$ cat config.mk
export PLATFORM = sky130hd
export DESIGN_NAME = stack_engine_mod_print_rotate_unit
export DESIGN_NICKNAME = d
export VERILOG_FILES = /design/src/semp_pkg.sv /design/src/stack_engine_mod_print_rotate_unit.sv
export SDC_FILE = /design/constraint.sdc
export NUM_CORES = 2
export LEC_CHECK = 0
export ABC_AREA = 1
export ABC_CLOCK_PERIOD_IN_PS = 5500
export BUFFER_PORTS_ARGS = -buffer_cell sky130_fd_sc_hd__buf_2
export CORE_MARGIN = 2
export CORE_UTILIZATION = 55
export CTS_CLUSTER_SIZE = 12
export DETAILED_ROUTE_END_ITERATION = 12
export PLACE_DENSITY_LB_ADDON = 0.08
export SLEW_MARGIN = 0
export SYNTH_ARGS = -nofsm -noshare
export SYNTH_HDL_FRONTEND = slang
export SYNTH_SLANG_ARGS = --single-unit
export TNS_END_PERCENT = 1
$ cat constraint.sdc
create_clock -name clk_i -period 5.5 [get_ports clk_i]
set_clock_uncertainty 0.15 [all_clocks]
set_input_delay 0 -clock clk_i [delete_from_list [all_inputs] [get_ports clk_i]]
set_output_delay 0 -clock clk_i [all_outputs]
set_load 0.005 [all_outputs]
$ cat src/semp_pkg.sv
// Package for the stack engine: command and status codes, widths, defaults.
// No dependencies.
`timescale 1ns / 1ps
`default_nettype none
package semp_pkg;
  localparam int unsigned DefaultDepth = 32;
  localparam int unsigned CmdW = 3;
  localparam int unsigned StW = 3;
  localparam int unsigned DataW = 32;
  localparam int unsigned CharW = 7;

  localparam logic [CmdW-1:0] CMD_PUSH  = 3'd0;
  localparam logic [CmdW-1:0] CMD_MOD   = 3'd1;
  localparam logic [CmdW-1:0] CMD_PCHAR = 3'd2;
  localparam logic [CmdW-1:0] CMD_PSTR  = 3'd3;
  localparam logic [CmdW-1:0] CMD_ROTL  = 3'd4;

  localparam logic [StW-1:0] ST_OK      = 3'd0;
  localparam logic [StW-1:0] ST_SHORT   = 3'd1;
  localparam logic [StW-1:0] ST_DIVZERO = 3'd2;
  localparam logic [StW-1:0] ST_RANGE   = 3'd3;
  localparam logic [StW-1:0] ST_EMPTY   = 3'd4;
  localparam logic [StW-1:0] ST_FULL    = 3'd5;

  localparam logic [CharW-1:0] NEWLINE_CHAR = 7'd10;
  localparam logic [CharW-1:0] CHAR_MAX_VAL = 7'd127;

  typedef enum logic [8:0] {
    S_IDLE  = 9'b000000001,
    S_RD1   = 9'b000000010,
    S_RD2   = 9'b000000100,
    S_DIV   = 9'b000001000,
    S_WB    = 9'b000010000,
    S_PCHR  = 9'b000100000,
    S_PSTR  = 9'b001000000,
    S_EMIT  = 9'b010000000,
    S_ROTL  = 9'b100000000
  } state_e;
endpackage
`default_nettype wire

$ cat src/stack_engine_mod_print_rotate_unit.sv
// Stack engine top level: ring-buffer stack in one synchronous RAM, serial divider.
// Depends on semp_pkg.
`timescale 1ns / 1ps
`default_nettype none
// Push and early errors answer straight from idle; rotl reads the top and writes it below
// the base; pchar char word after the top read, newline the cycle after it is taken.
// mod: two RAM reads (divide by zero reported after them), then a 32-step restoring divider.
// pstr: one RAM read per emitted char, through the single read port.
// One command at a time; the next is taken once the last result word is sent.
// Reset clears count, ring base and control; the stack RAM is not cleared.
module stack_engine_mod_print_rotate_unit
  import semp_pkg::*;
#(
  parameter int unsigned STACK_DEPTH = DefaultDepth
) (
  input  wire logic                  clk_i,
  input  wire logic                  rst_ni,
  input  wire logic                  in_valid_i,
  output logic                       in_ready_o,
  input  wire logic [CmdW-1:0]       command_i,
  input  wire logic signed [DataW-1:0] push_value_i,
  output logic                       out_valid_o,
  input  wire logic                  out_ready_i,
  output logic [CharW-1:0]           char_out_o,
  output logic                       char_valid_o,
  output logic [StW-1:0]             status_code_o,
  output logic                       last_o
);
  localparam int unsigned AW = (STACK_DEPTH > 1) ? $clog2(STACK_DEPTH) : 1;
  localparam int unsigned CW = $clog2(STACK_DEPTH + 1);

  // stack memory, one read and one write per cycle
  logic [DataW-1:0] mem_q [STACK_DEPTH];
  logic [DataW-1:0] rdata_q;
  logic             we;
  logic [AW-1:0]    waddr, raddr;
  logic [DataW-1:0] wdata;

  always_ff @(posedge clk_i) begin
    if (we) begin
      mem_q[waddr] <= wdata;
    end
    rdata_q <= mem_q[raddr];
  end

  state_e state_q, state_d;
  logic [CW-1:0] count_q, count_d;
  logic [AW-1:0] base_q, base_d;
  logic [CW-1:0] idx_q, idx_d;        // pstr walk position (count of elements left)
  logic [DataW-1:0] top_q, top_d;     // divisor magnitude holder / saved top
  logic [DataW-1:0] quo_q, quo_d;     // dividend shift register
  logic [DataW-1:0] rem_q, rem_d;
  logic [5:0]       step_q, step_d;
  logic             neg_q, neg_d;
  logic [CharW-1:0] ch_q, ch_d;
  logic             cv_q, cv_d, last_q, last_d, oval_q, oval_d;
  logic [StW-1:0]   st_q, st_d;
  logic             pend_q, pend_d;   // newline pending after the pchar char

  // slot of position pos: (base + pos) mod depth; pos < depth, one compare-subtract
  function automatic logic [AW-1:0] slot(input logic [AW-1:0] b, input logic [CW-1:0] p);
    logic [CW:0] s;
    s = {{(CW+1-AW){1'b0}}, b} + {1'b0, p};
    if (s >= (CW+1)'(STACK_DEPTH)) s = s - (CW+1)'(STACK_DEPTH);
    return s[AW-1:0];
  endfunction

  assign in_ready_o    = (state_q == S_IDLE) && !oval_q;
  assign out_valid_o   = oval_q;
  assign char_out_o    = ch_q;
  assign char_valid_o  = cv_q;
  assign status_code_o = st_q;
  assign last_o        = last_q;

  logic signed [DataW-1:0] rs;
  logic [DataW:0] trial;
  logic in_char;
  assign rs = $signed(rdata_q);
  assign trial = {rem_q, quo_q[DataW-1]} - {1'b0, top_q};
  assign in_char = (rdata_q[DataW-1:CharW] == '0) && (rdata_q[CharW-1:0] != '0);

  always_comb begin
    state_d = state_q; count_d = count_q; base_d = base_q; idx_d = idx_q;
    top_d = top_q; quo_d = quo_q; rem_d = rem_q; step_d = step_q;
    neg_d = neg_q; ch_d = ch_q; cv_d = cv_q; last_d = last_q;
    st_d = st_q; oval_d = oval_q; pend_d = pend_q;
    we = 1'b0; waddr = '0; wdata = '0;
    raddr = slot(base_q, count_q - CW'(1));
    if (oval_q && out_ready_i) oval_d = 1'b0;
    case (state_q)
      S_IDLE: begin
        if (in_valid_i && in_ready_o) begin
          ch_d = '0; cv_d = 1'b0; st_d = ST_OK; last_d = 1'b1;
          case (command_i)
            CMD_PUSH: begin
              if (count_q >= CW'(STACK_DEPTH)) begin
                st_d = ST_FULL;
              end else begin
                we = 1'b1; waddr = slot(base_q, count_q);
                wdata = push_value_i; count_d = count_q + CW'(1);
              end
              oval_d = 1'b1;
            end
            CMD_MOD: begin
              if (count_q < CW'(2)) begin
                st_d = ST_SHORT; oval_d = 1'b1;
              end else begin
                state_d = S_RD1;        // top read issued now
              end
            end
            CMD_PCHAR: begin
              if (count_q == '0) begin
                st_d = ST_EMPTY; oval_d = 1'b1;
              end else begin
                state_d = S_PCHR;
              end
            end
            CMD_PSTR: begin
              idx_d = count_q;
              state_d = S_PSTR;
            end
            CMD_ROTL: begin
              if (count_q >= CW'(2)) state_d = S_ROTL;
              else oval_d = 1'b1;
            end
            default: oval_d = 1'b1;
          endcase
        end
      end
      S_RD1: begin
        // top arrived; read second
        top_d = rdata_q;
        raddr = slot(base_q, count_q - CW'(2));
        state_d = S_RD2;
      end
      S_RD2: begin
        if (top_q == '0) begin
          st_d = ST_DIVZERO; oval_d = 1'b1; state_d = S_IDLE;
        end else begin
          neg_d = rdata_q[DataW-1];
          quo_d = rdata_q[DataW-1] ? (~rdata_q + 1'b1) : rdata_q;
          top_d = top_q[DataW-1] ? (~top_q + 1'b1) : top_q;
          rem_d = '0; step_d = '0; state_d = S_DIV;
        end
      end
      S_DIV: begin
        // restoring step, one quotient bit per cycle; remainder only kept
        if (!trial[DataW]) rem_d = trial[DataW-1:0];
        else rem_d = {rem_q[DataW-2:0], quo_q[DataW-1]};
        quo_d = {quo_q[DataW-2:0], 1'b0};
        step_d = step_q + 6'd1;
        if (step_q == 6'(DataW - 1)) state_d = S_WB;
      end
      S_WB: begin
        we = 1'b1; waddr = slot(base_q, count_q - CW'(2));
        wdata = neg_q ? (~rem_q + 1'b1) : rem_q;
        count_d = count_q - CW'(1);
        oval_d = 1'b1; state_d = S_IDLE;
      end
      S_PCHR: begin
        if (rs < 0 || rs > $signed({{(DataW-CharW){1'b0}}, CHAR_MAX_VAL})) begin
          st_d = ST_RANGE; oval_d = 1'b1; state_d = S_IDLE;
        end else begin
          ch_d = rdata_q[CharW-1:0]; cv_d = 1'b1; last_d = 1'b0;
          oval_d = 1'b1; pend_d = 1'b1; state_d = S_EMIT;
        end
      end
      S_PSTR: begin
        // rdata holds position idx-1 (issued previous cycle) when idx > 0
        if (idx_q == '0 || !in_char) begin
          ch_d = NEWLINE_CHAR; cv_d = 1'b1; last_d = 1'b1;
          oval_d = 1'b1; state_d = S_IDLE;
        end else begin
          ch_d = rdata_q[CharW-1:0]; cv_d = 1'b1; last_d = 1'b0;
          oval_d = 1'b1; idx_d = idx_q - CW'(1); state_d = S_EMIT;
        end
      end
      S_EMIT: begin
        // hold until the char word is taken, then continue
        raddr = slot(base_q, idx_q - CW'(1));
        if (!oval_q || out_ready_i) begin
          if (pend_q) begin
            pend_d = 1'b0; ch_d = NEWLINE_CHAR; cv_d = 1'b1; last_d = 1'b1;
            oval_d = 1'b1; state_d = S_IDLE;
          end else begin
            state_d = S_PSTR;
          end
        end
      end
      S_ROTL: begin
        base_d = (base_q == '0) ? AW'(STACK_DEPTH - 1) : base_q - AW'(1);
        we = 1'b1; waddr = base_d; wdata = rdata_q;
        oval_d = 1'b1; state_d = S_IDLE;
      end
      default: state_d = S_IDLE;
    endcase
    // pstr entry issues first read at top
    if (state_q == S_IDLE) raddr = slot(base_q, count_q - CW'(1));
  end

  always_ff @(posedge clk_i or negedge rst_ni) begin
    if (!rst_ni) begin
      state_q <= S_IDLE; count_q <= '0; base_q <= '0; oval_q <= 1'b0;
      pend_q <= 1'b0; idx_q <= '0; step_q <= '0;
    end else begin
      state_q <= state_d; count_q <= count_d; base_q <= base_d; oval_q <= oval_d;
      pend_q <= pend_d; idx_q <= idx_d; step_q <= step_d;
    end
  end

  always_ff @(posedge clk_i) begin
    top_q <= top_d; quo_q <= quo_d; rem_q <= rem_d; neg_q <= neg_d;
    ch_q <= ch_d; cv_q <= cv_d; last_q <= last_d; st_q <= st_d;
  end
endmodule
`default_nettype wire
Yosys cells after proc, flatten, opt, wreduce, memory -nomap -nowiden
Memory sizes are Yosys's and may differ from the RTL's. A register that Yosys moved wholly into a read port is not among the register bits.
Cells that the tools add are included.
Word-level totals
  flip-flop bits (word level): 143
  bits in writable memories: 1024
  output and inout bits: 14
  logic and storage cells: 202
  memories: 1
Memories
  mem_q: depth 32, width 32, rd ports 1, clocked after Yosys merged registers in 1, write ports 1, RTL line stack_engine_mod_print_rotate_unit.sv:33  | logic [DataW-1:0] mem_q [STACK_DEPTH];
Operators by class
  add/subtract/negate cells: 18
  magnitude comparators: 9
  equality and inequality tests: 31
  muxes and demuxes: 88
  bitwise logic cells: 4
  reduce and logical (&&, ||, !) cells: 35
Operators by type and width (count)
  32-bit two-way mux: 10
  32-bit one-hot mux with 2 select lines: 3
  32-bit by 1-bit adder with 32-bit output (second input constant): 3
  32-bit inverter: 3
  32-bit one-hot mux with 3 select lines: 1
  9-bit one-hot mux with 7 select lines: 1
  9-bit two-way mux: 6
  5-bit two-way mux: 9
  6-bit two-way mux: 7
  7-bit two-way mux: 6
  6-bit one-hot mux with 2 select lines: 3
  9-bit one-hot mux with 4 select lines: 1
  33-bit by 32-bit subtractor with 33-bit output: 1
  32-bit by 8-bit > comparator with 1-bit output (second input constant): 1
  32-bit zero test: 1
  32-bit by 1-bit less-than comparator with 1-bit output (second input constant): 1
  5-bit by 6-bit adder with 7-bit output: 4
  7-bit by 6-bit greater-or-equal comparator with 1-bit output (second input constant): 4
  7-bit one-hot mux with 4 select lines: 1
  25-bit zero test: 1
  5-bit by 1-bit subtractor with 5-bit output (second input constant): 5
  1-bit two-way mux: 22
  2-bit inequality test (second input constant): 11
  3-bit one-hot mux with 3 select lines: 2
  other kinds (47): 78

Depth between registers and ports, before layout
  depth in word-level cells: 7
  gate-level depth with buffers: 18

Worst setup path before layout
No wires, ideal clock.
  path type: register to register
  start: register count_q[1]
  end: memory mem_q[28][0] (enable)
  library setup time: 0.421 ns
  arrival time: 3.582 ns
  path slack: 1.347 ns
  cell stages (with the launch flop): 16
  buffers on the path: 0
  cells stage by stage: dfrtp_1 inv_1 ha_1 inv_1 ha_1 nand2_1 nand2_1 a21oi_1 xnor2_1 nand2_1 nand3_1 inv_1 or2_1 inv_1 nand2_1 nor2_1
On the way
  longest elaborated chain between the ends: 7
  elaborated cells on any way between the ends: 20
  classes of those cells: add/sub: 5; order compare: 3; mux: 12
RTL lines
  start: declaration: RTL line stack_engine_mod_print_rotate_unit.sv:47  | logic [CW-1:0] count_q, count_d;
  start signal: assignment: RTL line stack_engine_mod_print_rotate_unit.sv:206  | state_q <= state_d; count_q <= count_d; base_q <= base_d; oval_q <= oval_d;
  parallel branches: the longest is 7 deep, another holds 5-bit by 6-bit adder with 7-bit output
  end: declaration: RTL line stack_engine_mod_print_rotate_unit.sv:33
Parallel ways; which one is timed is not known.

Worst setup path after layout
  start: register count_q[1]
  end: memory mem_q[0][9] (enable)
The elaborated chain is that of the path after synthesis.

==> impl_metrics.ini <==
[layout]
nets = 6100
drive_gt1_frac = 0.07514
utilization = 0.6218
fillers = 8612
area_growth_pct = 11.84

[worst_setup_path]
cp.arrival_ns = 4.83
worstPathMaxFanout = 18
ff2ff_setup_slack_ns = 0.92
worstPathRequired_ns = 5.75
ff2ff_path_depth = 13
reg2reg_from = count_q[1]$_DFFE_PN0P_
criticalPathCategory = flop to flop
r2r_end = mem_q[0][9]$_DFFE_PP_
cp-start-kind = flop
crit_path_end_kind = flop

[floorplan]
start_util = 0.5559
die_x_um = 327.9
dieArea_um2 = 107500
core_um2 = 103800
rows = 118
die_h_um = 327.9
boundaryPins = 53

[route]
first_pass_iters = 6
wl_um = 175800
wl_per_cell_um = 23.52
vias = 43390
route.detailed.drc = 0
drt-initial-drc-count = 5090
viasPerCell = 5.804
final_antenna_net_count = 0

[grt]
grt_max_degree = 129
grt_pass1_wl_um = 262200
antenna_found_initial = 3
grt_remaining_overflow = 0
grt_pass1_vias = 40790
grt_usage = 0.3273

[timing]
grt_setup_unrepaired = false
whs_ns = 0.04167
fmax_ghz = 0.2184
fin_tns_setup_ns = 0
max_slew_margin = 0.1861
slew_violations = 0
hold_viol = 0
tightest_slew_ns = 1.221
setup_ws_ns = 0.9215
setup_viol = 0
final.min_clock_period_ns = 4.578
timing.final.crit_share = 0.8324

[logic_synthesis]
yosys.cell_types.count = 52
ys_ff_latch = 1199
postSynthAreaPerCell_um2 = 9.708
syn_nets = 6048
ys_seq_area_frac = 0.6155
synth_area_um2 = 57700
postSynthCellCount = 5944
async_flop_share = 0.02836
synth_edf_count = 1133
synth-warning-count = 0
synth_flop_cell = edfxtp_1

[clock_tree]
htreeDepth = 4
cts_buffers = 130
postCtsHoldBufs = 38
cts_resized = 0
cts_setup_buffers = 0
root_buffer = clkbuf_16
clkSlewWorstSetupHoldPaths_ns = 0.06
clockBufferDepth = 3
clock_sinks = 1199
clk_latency_ns = 0.75
cts_tree = built

[min_path]
min_path_cells = 4
min_from = push_value_i[25]
hold_class = input port to flop
hold_end = mem_q[26][25]$_DFFE_PP_

[outcome]
status = finished, final reports clean

[run]
drv_cap = 0

[placed_design]
dp_hpwl_um = 107000
preCtsSetupSlack_ns = 0.9866
io_buffers = 52
gp_congestion = 0.9106
synth_stat cells (25+ instances only):
master,instances,area [µm²]
nand2_1,1402,5263
nand3_1,1193,5971
edfxtp_1,1133,34020
inv_1,776,2913
nor2_1,302,1134
buf_2,241,1206
nand3b_1,164,1231
o21ai_0,134,670.6
a21oi_1,106,530.5
ha_1,60,750.7
xor2_1,56,490.5
clkbuf_1,45,168.9
nor3_1,37,185.2
dfrtp_1,33,825.8
dfxtp_1,32,640.6
nand4_1,25,156.4
layout make-up:
| class | count | area [µm²] | area share |
|---|---|---|---|
| well taps | 1380 | 1727 | 0.02676 |
| clock buffers | 191 | 3637 | 0.05636 |
| diodes | 1 | 2.502 | 0.00003878 |
| repair buffers | 235 | 2177 | 0.03373 |
| clock inverters | 40 | 287.8 | 0.004459 |
| flip-flops and latches | 1199 | 35520 | 0.5503 |
| inverters | 785 | 2960 | 0.04587 |
| multi-input cells | 3645 | 18230 | 0.2825 |
how the worst max path moves through the flow:
stage / startpoint / to / slack, ns / cells past startpoint
after floorplan: count_q[1]$_DFFE_PN0P_ / mem_q[28][0]$_DFFE_PP_ / 1.35 / 15
after global placement: count_q[1]$_DFFE_PN0P_ / mem_q[4][1]$_DFFE_PP_ / 1.04 / 13
after detailed placement: count_q[1]$_DFFE_PN0P_ / mem_q[4][1]$_DFFE_PP_ / 0.99 / 13
after CTS: count_q[1]$_DFFE_PN0P_ / mem_q[0][13]$_DFFE_PP_ / 0.97 / 13
after global routing: count_q[1]$_DFFE_PN0P_ / mem_q[4][17]$_DFFE_PP_ / 0.63 / 13
final: count_q[1]$_DFFE_PN0P_ / mem_q[0][9]$_DFFE_PP_ / 0.92 / 13
critical path, stage by stage (launching register included):
cell     delay [ns]
dfrtp_1        0.50
inv_1          0.23
ha_1           0.33
inv_1          0.04
ha_1           0.32
nand3_1        0.09
nand3_1        0.08
xor2_1         0.15
inv_1          0.08
o21ai_0        0.10
a21oi_1        0.39
nand4_1        0.47
nor2_4         0.83
buf_4          0.46
sequential cells by signal, indices dropped and copies added (netlist names), 3 cells and up:
signal	cells
mem_q	1024
quo_q	32
rdata_q	32
rem_q	32
top_q	32
state_q	9
char_out_o	7
count_q	6
idx_q	6
step_q	6
base_q	5
status_code_o	3
through the flow:
step                area [µm²]  instances
floorplan                57700       5944
global placement         60220       7206
detailed placement       60220       7206
CTS                      64530       7475
global route             64530       7475
finish                   64540       7476
routing by layer:
| layer | vias to the layer above | GRT usage | share of wire |
|---|---|---|---|
| li1 | 20150 | - | - |
| met2 | 2018 | 0.5104 | 0.46 |
| met5 | - | 0 | 0 |
| met4 | 0 | 0.1287 | 0.037 |
| met3 | 346 | 0.04807 | 0.083 |
| met1 | 20870 | 0.4658 | 0.42 |
kinds of logic after synthesis:
kind of cell / synth area share
flops: 0.6155
buf+inv: 0.07756
compound gates: 0.03374
fa+ha+maj: 0.01475
simple gates: 0.2469
xor+xnor: 0.01154
placed cells by master (no fill, tap or decap), drive strengths merged, types with 5 or more instances in the layout:
cell type	instances
nand2	1406
nand3	1196
edfxtp	1133
inv	790
nor2	316
buf	198
clkbuf	191
nand3b	164
o21ai	137
a21oi	106
ha	60
xor2	56
nor3	38
dlygate4sd3	37
dfrtp	33
dfxtp	32
clkinv	32
nand4	25
xnor2	20
o22ai	19
o211ai	17
o221ai	15
o21bai	12
nor4	9
a31oi	8
or2	7
o21a	6
a211oi	6
fa	5
a21boi	5
Power is left out: the tool's default activity adds up to more than one toggle a clock period on the data nets, which glitch-free logic cannot reach.
